$ cat src/hw/rtl/scmr_pkg.sv
// Package for the stream command matcher relay: result type, event codes,
// pattern tables and the prefix-progress transition function.
// No dependencies.
package scmr_pkg;

    typedef logic [7:0] t_pat [16];

    typedef struct packed {
        logic [2:0] event_res;
        logic       relay_on;
        logic       changed;
    } t_res;

    localparam logic [2:0] EV_NONE   = 3'd0;
    localparam logic [2:0] EV_LOST   = 3'd1;
    localparam logic [2:0] EV_CLOSED = 3'd2;
    localparam logic [2:0] EV_ON     = 3'd3;
    localparam logic [2:0] EV_OFF    = 3'd4;

    localparam int LOST_LEN   = 15;
    localparam int CLOSED_LEN = 6;
    localparam int ON_LEN     = 6;
    localparam int OFF_LEN    = 7;

    // "WIFI DISCONNECT"
    localparam t_pat PAT_LOST = '{8'h57, 8'h49, 8'h46, 8'h49, 8'h20, 8'h44, 8'h49, 8'h53,
                                  8'h43, 8'h4F, 8'h4E, 8'h4E, 8'h45, 8'h43, 8'h54, 8'h00};
    // "CLOSED"
    localparam t_pat PAT_CLOSED = '{8'h43, 8'h4C, 8'h4F, 8'h53, 8'h45, 8'h44, 8'h00, 8'h00,
                                    8'h00, 8'h00, 8'h00, 8'h00, 8'h00, 8'h00, 8'h00, 8'h00};
    // "/ledon"
    localparam t_pat PAT_ON = '{8'h2F, 8'h6C, 8'h65, 8'h64, 8'h6F, 8'h6E, 8'h00, 8'h00,
                                8'h00, 8'h00, 8'h00, 8'h00, 8'h00, 8'h00, 8'h00, 8'h00};
    // "/ledoff"
    localparam t_pat PAT_OFF = '{8'h2F, 8'h6C, 8'h65, 8'h64, 8'h6F, 8'h66, 8'h66, 8'h00,
                                 8'h00, 8'h00, 8'h00, 8'h00, 8'h00, 8'h00, 8'h00, 8'h00};

    // Matcher automaton step. For every progress value the suffix/prefix checks
    // compare constant pattern bytes only, so each row folds down to a few
    // byte compares against c; the row is then picked by the current progress.
    // Progress at or above the pattern length behaves as zero.
    function automatic logic [3:0] adv(input t_pat p, input int len,
                                       input logic [3:0] prog, input logic [7:0] c);
        logic [3:0] nxt [16];
        logic       ok;
        for (int q = 0; q < 16; q++) begin
            nxt[q] = 4'd0;
            for (int k = 1; k < 16; k++) begin
                if (k <= q + 1 && k <= len && q < len) begin
                    ok = (p[k-1] == c);
                    for (int j = 0; j < 14; j++) begin
                        if (j + 1 < k) begin
                            if (p[j] != p[q-k+1+j]) ok = 1'b0;
                        end
                    end
                    if (ok) nxt[q] = 4'(k);
                end
            end
            if (q >= len) nxt[q] = nxt[0];
        end
        return nxt[prog];
    endfunction

endpackage

$ cat src/hw/rtl/stream_command_matcher_relay_top.sv
// Stream command matcher with relay control: byte-wide matcher for four
// fixed texts and a two-entry output stage. Depends on scmr_pkg.
//
// Usage:
//   Input channel: i_rx_valid / o_rx_ready carry one received byte
//   (i_rx_byte) per transaction.
//   Output channel: o_res_valid / i_res_ready carry one result per input
//   transaction: o_event_res (0 none, 1 link lost, 2 connection closed,
//   3 relay on, 4 relay off), o_relay_on (relay state after the byte) and
//   o_changed (the byte flipped the relay state).
//   The result of a byte is registered at the edge that accepts the byte.
//   Throughput: one byte per cycle while o_rx_ready is high; the matcher
//   state is updated at the accepting edge from four small automaton
//   lookups, so the next byte can follow at once.
//   Stall: a result register plus a skid register sit on the output; one
//   byte is still taken while a result waits, and o_rx_ready drops only
//   when both hold results.
//   Reset (i_rst_n low, synchronous): window count, all progress trackers
//   and the relay state clear (relay off); both output entries empty.
//   The window empties without matching when its count reaches WINDOW-1.
module stream_command_matcher_relay_top #(
    parameter int WINDOW = 200
) (
    input  logic       i_clk,
    input  logic       i_rst_n,
    input  logic       i_rx_valid,
    output logic       o_rx_ready,
    input  logic [7:0] i_rx_byte,
    output logic       o_res_valid,
    input  logic       i_res_ready,
    output logic [2:0] o_event_res,
    output logic       o_relay_on,
    output logic       o_changed
);
    import scmr_pkg::*;

    localparam int CNT_W = $clog2(WINDOW);
    localparam logic [CNT_W-1:0] FULL_AT = CNT_W'(WINDOW - 1);

    // matcher state
    logic [CNT_W-1:0] r_count, n_count;
    logic [3:0]       r_lost, n_lost;
    logic [2:0]       r_closed, n_closed;
    logic [2:0]       r_on, n_on;
    logic [2:0]       r_off, n_off;
    logic             r_relay, n_relay;

    // output stage
    logic r_out_valid, r_skid_valid;
    t_res r_out, r_skid, n_res;

    logic             accept, take_out;
    logic [CNT_W-1:0] cnt_inc;
    logic [3:0]       lost_adv, closed_adv, on_adv, off_adv;

    assign o_rx_ready  = !r_skid_valid;
    assign accept      = i_rx_valid && o_rx_ready;
    assign take_out    = r_out_valid && i_res_ready;
    assign o_res_valid = r_out_valid;
    assign o_event_res = r_out.event_res;
    assign o_relay_on  = r_out.relay_on;
    assign o_changed   = r_out.changed;

    assign cnt_inc    = r_count + 1'b1;
    assign lost_adv   = adv(PAT_LOST,   LOST_LEN,   r_lost,          i_rx_byte);
    assign closed_adv = adv(PAT_CLOSED, CLOSED_LEN, {1'b0, r_closed}, i_rx_byte);
    assign on_adv     = adv(PAT_ON,     ON_LEN,     {1'b0, r_on},     i_rx_byte);
    assign off_adv    = adv(PAT_OFF,    OFF_LEN,    {1'b0, r_off},    i_rx_byte);

    // Next matcher state and the result of the current byte.
    always_comb begin
        n_count  = cnt_inc;
        n_lost   = lost_adv;
        n_closed = closed_adv[2:0];
        n_on     = on_adv[2:0];
        n_off    = off_adv[2:0];
        n_relay  = r_relay;
        n_res.event_res = EV_NONE;
        n_res.changed   = 1'b0;

        if (cnt_inc >= FULL_AT) begin
            // window full: drop the byte unmatched
            n_count  = '0;
            n_lost   = '0;
            n_closed = '0;
            n_on     = '0;
            n_off    = '0;
        end else begin
            // patterns end in different characters, so at most one completes
            priority if (lost_adv == 4'(LOST_LEN)) begin
                n_res.event_res = EV_LOST;
            end else if (closed_adv == 4'(CLOSED_LEN)) begin
                n_res.event_res = EV_CLOSED;
            end else if (on_adv == 4'(ON_LEN)) begin
                n_res.event_res = EV_ON;
                n_relay         = 1'b1;
                n_res.changed   = !r_relay;
            end else if (off_adv == 4'(OFF_LEN)) begin
                n_res.event_res = EV_OFF;
                n_relay         = 1'b0;
                n_res.changed   = r_relay;
            end else begin
                n_res.event_res = EV_NONE;
            end

            // any completed pattern clears the window
            if (n_res.event_res != EV_NONE) begin
                n_count  = '0;
                n_lost   = '0;
                n_closed = '0;
                n_on     = '0;
                n_off    = '0;
            end
        end
        n_res.relay_on = n_relay;
    end

    // Advance matcher state on each accepted transaction.
    always_ff @(posedge i_clk) begin
        if (!i_rst_n) begin
            r_count  <= '0;
            r_lost   <= '0;
            r_closed <= '0;
            r_on     <= '0;
            r_off    <= '0;
            r_relay  <= 1'b0;
        end else if (accept) begin
            r_count  <= n_count;
            r_lost   <= n_lost;
            r_closed <= n_closed;
            r_on     <= n_on;
            r_off    <= n_off;
            r_relay  <= n_relay;
        end
    end

    // Output register and skid register: load the result register when it
    // frees up, park a result in the skid register while the receiver stalls.
    always_ff @(posedge i_clk) begin
        if (!i_rst_n) begin
            r_out_valid  <= 1'b0;
            r_skid_valid <= 1'b0;
        end else if (!r_out_valid || take_out) begin
            if (r_skid_valid) begin
                r_out_valid  <= 1'b1;
                r_skid_valid <= 1'b0;
            end else begin
                r_out_valid <= accept;
            end
        end else if (accept) begin
            r_skid_valid <= 1'b1;
        end
    end

    always_ff @(posedge i_clk) begin
        if (!r_out_valid || take_out) begin
            if (r_skid_valid) begin
                r_out <= r_skid;
            end else if (accept) begin
                r_out <= n_res;
            end
        end else if (accept) begin
            r_skid <= n_res;
        end
    end

endmodule

$ cat config.mk
export PLATFORM = sky130hd
export DESIGN_NAME = stream_command_matcher_relay_top
export DESIGN_NICKNAME = d
export VERILOG_FILES = /design/src/hw/rtl/scmr_pkg.sv /design/src/hw/rtl/stream_command_matcher_relay_top.sv
export SDC_FILE = /design/constraint.sdc
export NUM_CORES = 1
export LEC_CHECK = 0
export BUFFER_PORTS_ARGS = -buffer_cell sky130_fd_sc_hd__buf_4
export CORE_ASPECT_RATIO = 1.5
export CORE_UTILIZATION = 55
export CTS_CLUSTER_SIZE = 8
export DETAILED_ROUTE_END_ITERATION = 7
export GPL_TIMING_DRIVEN = 0
export PLACE_DENSITY = 0.74
export SKIP_CTS_REPAIR_TIMING = 1
export SYNTH_ARGS = -nofsm -noshare
export SYNTH_HDL_FRONTEND = slang
export SYNTH_SLANG_ARGS = --single-unit
$ cat constraint.sdc
create_clock -name i_clk -period 4.4 [get_ports i_clk]
set_input_delay 0.44 -clock i_clk [delete_from_list [all_inputs] [get_ports i_clk]]
set_output_delay 0.44 -clock i_clk [all_outputs]
set_load 0.05 [all_outputs]
-- Word-level counts from Yosys, hierarchy flattened
Index checks and enable logic that the tools add are counted.
- flip-flop bits (word level): 34
- latch bits: 0
- bits in writable memories: 0
- bits in read-only memories: 0
- bits of input ports: 12
- output and inout port bits: 7
- word-level logic and storage cells: 130
- memories: 0
- $add $sub $neg: 1
- $mul: 0
- divide/modulo/power cells: 0
- order comparisons: 5
- equality and inequality tests: 23
- shifts and indexed selects: 0
- multiplexer cells: 70
- bitwise gates (word level): 6
- reductions and logical operators: 11
- operators by type and width (kind ; number):
    equality test 7 x 8 -> 1 bit (first input constant) ; 17
    2-to-1 mux 4 bit ; 28
    binary-select mux 4 bit (select 4 bit) ; 4
    2-to-1 mux 3 bit ; 18
    >= comparator 5 bit (second input constant) ; 4
    equality test 6 x 8 -> 1 bit (first input constant) ; 2
    2-to-1 mux 8 bit ; 2
    NOT 3 -> 5 bit ; 3
    2-to-1 mux 1 bit ; 14
    equality test 4 x 3 -> 1 bit (second input constant) ; 3
    2-to-1 mux 5 bit ; 2
    adder 8 x 1 -> 8 bit (second input constant) ; 1
    >= comparator 8 bit (second input constant) ; 1
    NOT 4 -> 5 bit ; 1
    equality test 4 bit (second input constant) ; 1
    2-to-1 mux 2 bit ; 2
    AND reduction 2 bit ; 2
    logical NOT 1 bit ; 3
    nonzero test 3 bit ; 1
    logical AND 1 bit ; 2
    NOT 1 bit ; 2
    nonzero test 2 bit ; 1
    OR reduction 2 bit ; 1
    logical OR 1 bit ; 1

-- Logic depth before layout (Yosys ltp)
- depth after elaboration: 15
- mapped depth: 9
- mapped depth without buffers: 8

-- Worst setup path after synthesis
OpenSTA, ideal clock, no wires.
- path kind: flip-flop to flip-flop
- from: register r_count[0]
- to: register r_out, in the netlist o_relay_on (data pin)
- library setup time: 255 ps
- data arrival time: 1903 ps
- data required time: 4145 ps
- path slack: 2242 ps
- stages on the path, launching flop included: 9
- buffers on the path: 1
- period minus slack after synthesis: 2158 ps
- path through: dfxtp_1 ha_1 nand3_1 o31ai_1 o2bb2ai_1 a31oi_4 buf_4 a22o_1 a31o_1
- word-level cells in the longest chain between the ends: 5
- RTL lines (element ; RTL line ; source):
    from (decl) ; stream_command_matcher_relay_top.sv:41 ; logic [CNT_W-1:0] r_count, n_count;
    from (signal assigned) ; stream_command_matcher_relay_top.sv:128 ; r_count <= n_count;
    adder 8 x 1 -> 8 bit ; stream_command_matcher_relay_top.sv:64 ; assign cnt_inc = r_count + 1'b1;
    >= comparator 8 bit ; stream_command_matcher_relay_top.sv:81 ; if (cnt_inc >= FULL_AT) begin
    2-to-1 mux 1 bit ; stream_command_matcher_relay_top.sv:81 ;
    2-to-1 mux 5 bit ; stream_command_matcher_relay_top.sv:159 ; end else if (accept) begin
    2-to-1 mux 5 bit ; stream_command_matcher_relay_top.sv:157 ; if (r_skid_valid) begin
    to (signal assigned) ; stream_command_matcher_relay_top.sv:158 ; r_out <= r_skid;
    to (signal assigned) ; stream_command_matcher_relay_top.sv:160 ; r_out <= n_res;
    to (decl) ; stream_command_matcher_relay_top.sv:50 ; t_res r_out, r_skid, n_res;
No other way between the ends. The select of a mux whose other input is x is not followed.
A chain may end at the register's enable or synchronous reset.

-- Worst setup path after layout
Ends and elaborated chain as after synthesis.

==> impl_metrics.toml <==
[clock_tree]
clock_latency_ns = 0.29
clkSinkCount = 34
numCtsBuffers = 5
path_clk_slew_ns = 0.08
root_buffer = "clkbuf_8"
htree_levels = 2
cts_tree = "yes"
clockBufferDepth = 2

[critical_path]
cp.arrival_ns = 2.53
crit_fanout = 10
crit_type = "reg -> reg"
crit_required_ns = 4.45
end_kind = "register"
cp-start-kind = "register"

[floorplan]
initial_core_util = 0.577
die_w_um = 58.4
ios = 19
core_um2 = 4540
fp.dieArea_um2 = 5050
core.rowCount = 30
die_y_um = 86.6

[timing]
rsz0062_at_grt = "false"
maxSlewHeadroom = 0.320
fin_worst_skew_ns = 0.00815
finalCritPeriodShare = 0.564
finalSetupTns_ns = 0
worst_slew_pin_slew_ns = 1.01
layout_min_cycle_time_ns = 2.48
finalHoldViolCount = 0
clock.fmax_ghz = 0.403
setup_viol = 0
slew_viol_final = 0

[yosys]
synth_ff_type = "dfxtp_1"
ys_ff_latch = 34
yosys.area_share.simple = 0.364
ys_seq_area_frac = 0.298
netlist_area_um2 = 2620
yosysWarnings = 0
synth_cells = 308
synth-adder-area-share = 0.00954
synth_mux_area_frac = 0.0167
synthDistinctLibCells = 78
synth_top_family_by_area = "simple AND/OR/NAND/NOR gates"
synth-edff-count = 10
async_flop_share = 0
syn_nets = 322
synth-xor-area-share = 0.00668
synth_compound_area_frac = 0.246
synth.avg_cell_area_um2 = 8.51

[cells_and_area]
post-route-cell-area_um2 = 2950
drive_above_1_share = 0.163
area_growth_pct = 12.6
num-nets-final = 344
num_antenna_cells = 0
fill_cells = 417

[run]
maxCapViolCount = 0

[grt]
antenna_found_initial = 0
grt_pass1_wl_um = 11500
grt_max_degree = 13
track_usage = 0.297
grt-ovfl-total = 0
grt_pass1_vias = 2466

[drt]
vias = 2467
initialDrtViolationCount = 97
ant_nets = 0
via_per_inst = 6.25
drc_errors = 0
first_pass_iters = 4
totalWireLength_um = 6860
routedWlPerCell_um = 17.4

[placement]
gp_congestion = 0.940
hpwlAfterDp_um = 5250
place_area_um2 = 2820
io_buffers = 15

[power]
p_leak_nw = 1.05
p_per_area_nw_per_um2 = 260
peakVddDrop_mv = 0.190

[outcome]
status = "finished clean"

[min_path]
hold_class = "in -> reg"
final timing paths:
path                                                  to  depth (start not counted)  slack [ns]                startpoint
worst min register to register  r_closed[2]$_SDFFE_PN0P_                          2        0.51  r_closed[2]$_SDFFE_PN0P_
worst max register to register      o_relay_on$_DFFE_PP_                          8        1.92   r_count[0]$_SDFFE_PN0P_
worst max-delay path                o_relay_on$_DFFE_PP_                          8        1.92   r_count[0]$_SDFFE_PN0P_
worst min-delay path            o_res_valid$_SDFFE_PN0N_                          3        0.49                i_rx_valid
layer usage:
layer	vias up	routed length, µm	global-route usage
met5	-	0	0
met4	0	268	0.134
met3	22	221	0.0418
met2	49	3660	0.537
met1	1170	2720	0.339
li1	1226	-	-
Yosys cell counts (all sizes together) (3+ instances only):
cell | instances | area, µm²
nor2 | 19 | 78.8
and2 | 6 | 37.5
nand3b | 3 | 22.5
a31oi | 7 | 58.8
or3b | 3 | 26.3
nor4b | 5 | 65.1
edfxtp | 10 | 300
nor3 | 7 | 46.3
a22o | 7 | 61.3
o21a | 3 | 22.5
and3 | 8 | 50.1
o21ai | 14 | 70.1
o31ai | 6 | 50.1
o311ai | 4 | 35.0
inv | 8 | 30.0
nand2b | 12 | 75.1
nand4bb | 3 | 33.8
clkbuf | 11 | 41.3
dfxtp | 24 | 480
a32o | 3 | 30.0
a21oi | 8 | 40.0
nor4bb | 4 | 40.0
nand4b | 3 | 26.3
nor3b | 5 | 37.5
mux2 | 3 | 33.8
nand3 | 14 | 75.1
buf | 13 | 86.3
nor2b | 11 | 68.8
nand2 | 28 | 108
nor4 | 5 | 31.3
nand4 | 7 | 50.1
layout by cell type (no fill, tap or decap), drive strengths merged, types with 3 or more instances in the layout:
| cell | instances |
|---|---|
| nand2 | 28 |
| buf | 28 |
| dfxtp | 24 |
| nor2 | 19 |
| clkbuf | 16 |
| nand3 | 14 |
| o21ai | 14 |
| nand2b | 12 |
| nor2b | 11 |
| edfxtp | 10 |
| inv | 8 |
| and3 | 8 |
| a21oi | 8 |
| a22o | 7 |
| nand4 | 7 |
| a31oi | 7 |
| nor3 | 7 |
| and2 | 6 |
| o31ai | 6 |
| nor3b | 5 |
| nor4 | 5 |
| nor4b | 5 |
| nor4bb | 4 |
| o311ai | 4 |
| a32o | 3 |
| nand4bb | 3 |
| o21a | 3 |
| mux2 | 3 |
| nand4b | 3 |
| nand3b | 3 |
| or3b | 3 |
kinds of logic (layout without fill, tap and decap cells):
group                    Yosys count  count (layout)
AND/OR/NAND/NOR                  152             152
AO/OA/AOI/OAI                     82              82
multiplexers                       4               4
flip-flops                        34              34
adder cells (fa/ha/maj)            2               2
buffers and inverters             32              55
XOR/XNOR                           2               2
layout make-up:
cell class | instances | area, µm² | area share
multi-input combinational | 242 | 1680 | 0.570
clock buffer | 5 | 68.8 | 0.0233
timing repair buffer | 15 | 113 | 0.0381
clock inverter | 3 | 68.8 | 0.0233
inverter | 8 | 30.0 | 0.0102
tap | 64 | 80.1 | 0.0271
buffer | 24 | 128 | 0.0432
sequential | 34 | 781 | 0.264
sequential cells by signal, indices dropped and copies added, names as in the netlist, 3 cells and up:
name and count:
r_skid 5, r_off 3, r_lost 4, o_event_res 3, r_count 8, r_closed 3, r_on 3
per-stage QoR:
step                hold WS (ns)  instances   util  power, W  setup WS, ns
global route               0.496        395  0.650  0.000791          1.74
CTS                        0.482        395  0.650  0.000774          1.94
global placement           0.483        387  0.620  0.000431          1.93
floorplan                  0.462        308      -  0.000402          2.24
finish                     0.487        395  0.650  0.000768          1.92
detailed placement         0.491        387  0.620  0.000433          1.92
power breakdown:
group,switching (W),internal [W]
registers,0.00000435,0.000328
logic,0.0000609,0.0000326
clock network,0.000115,0.000227
total,0.000180,0.000588
worst max-delay path, stage by stage, from the launching register on:
cell and delay, ns:
dfxtp_1 0.43, ha_1 0.34, nand3_1 0.20, o31ai_1 0.27, o2bb2ai_1 0.21, a31oi_4 0.21
buf_4 0.22, a22o_1 0.18, a31o_1 0.19
No activity file was read; power rests on OpenSTA's default activity.
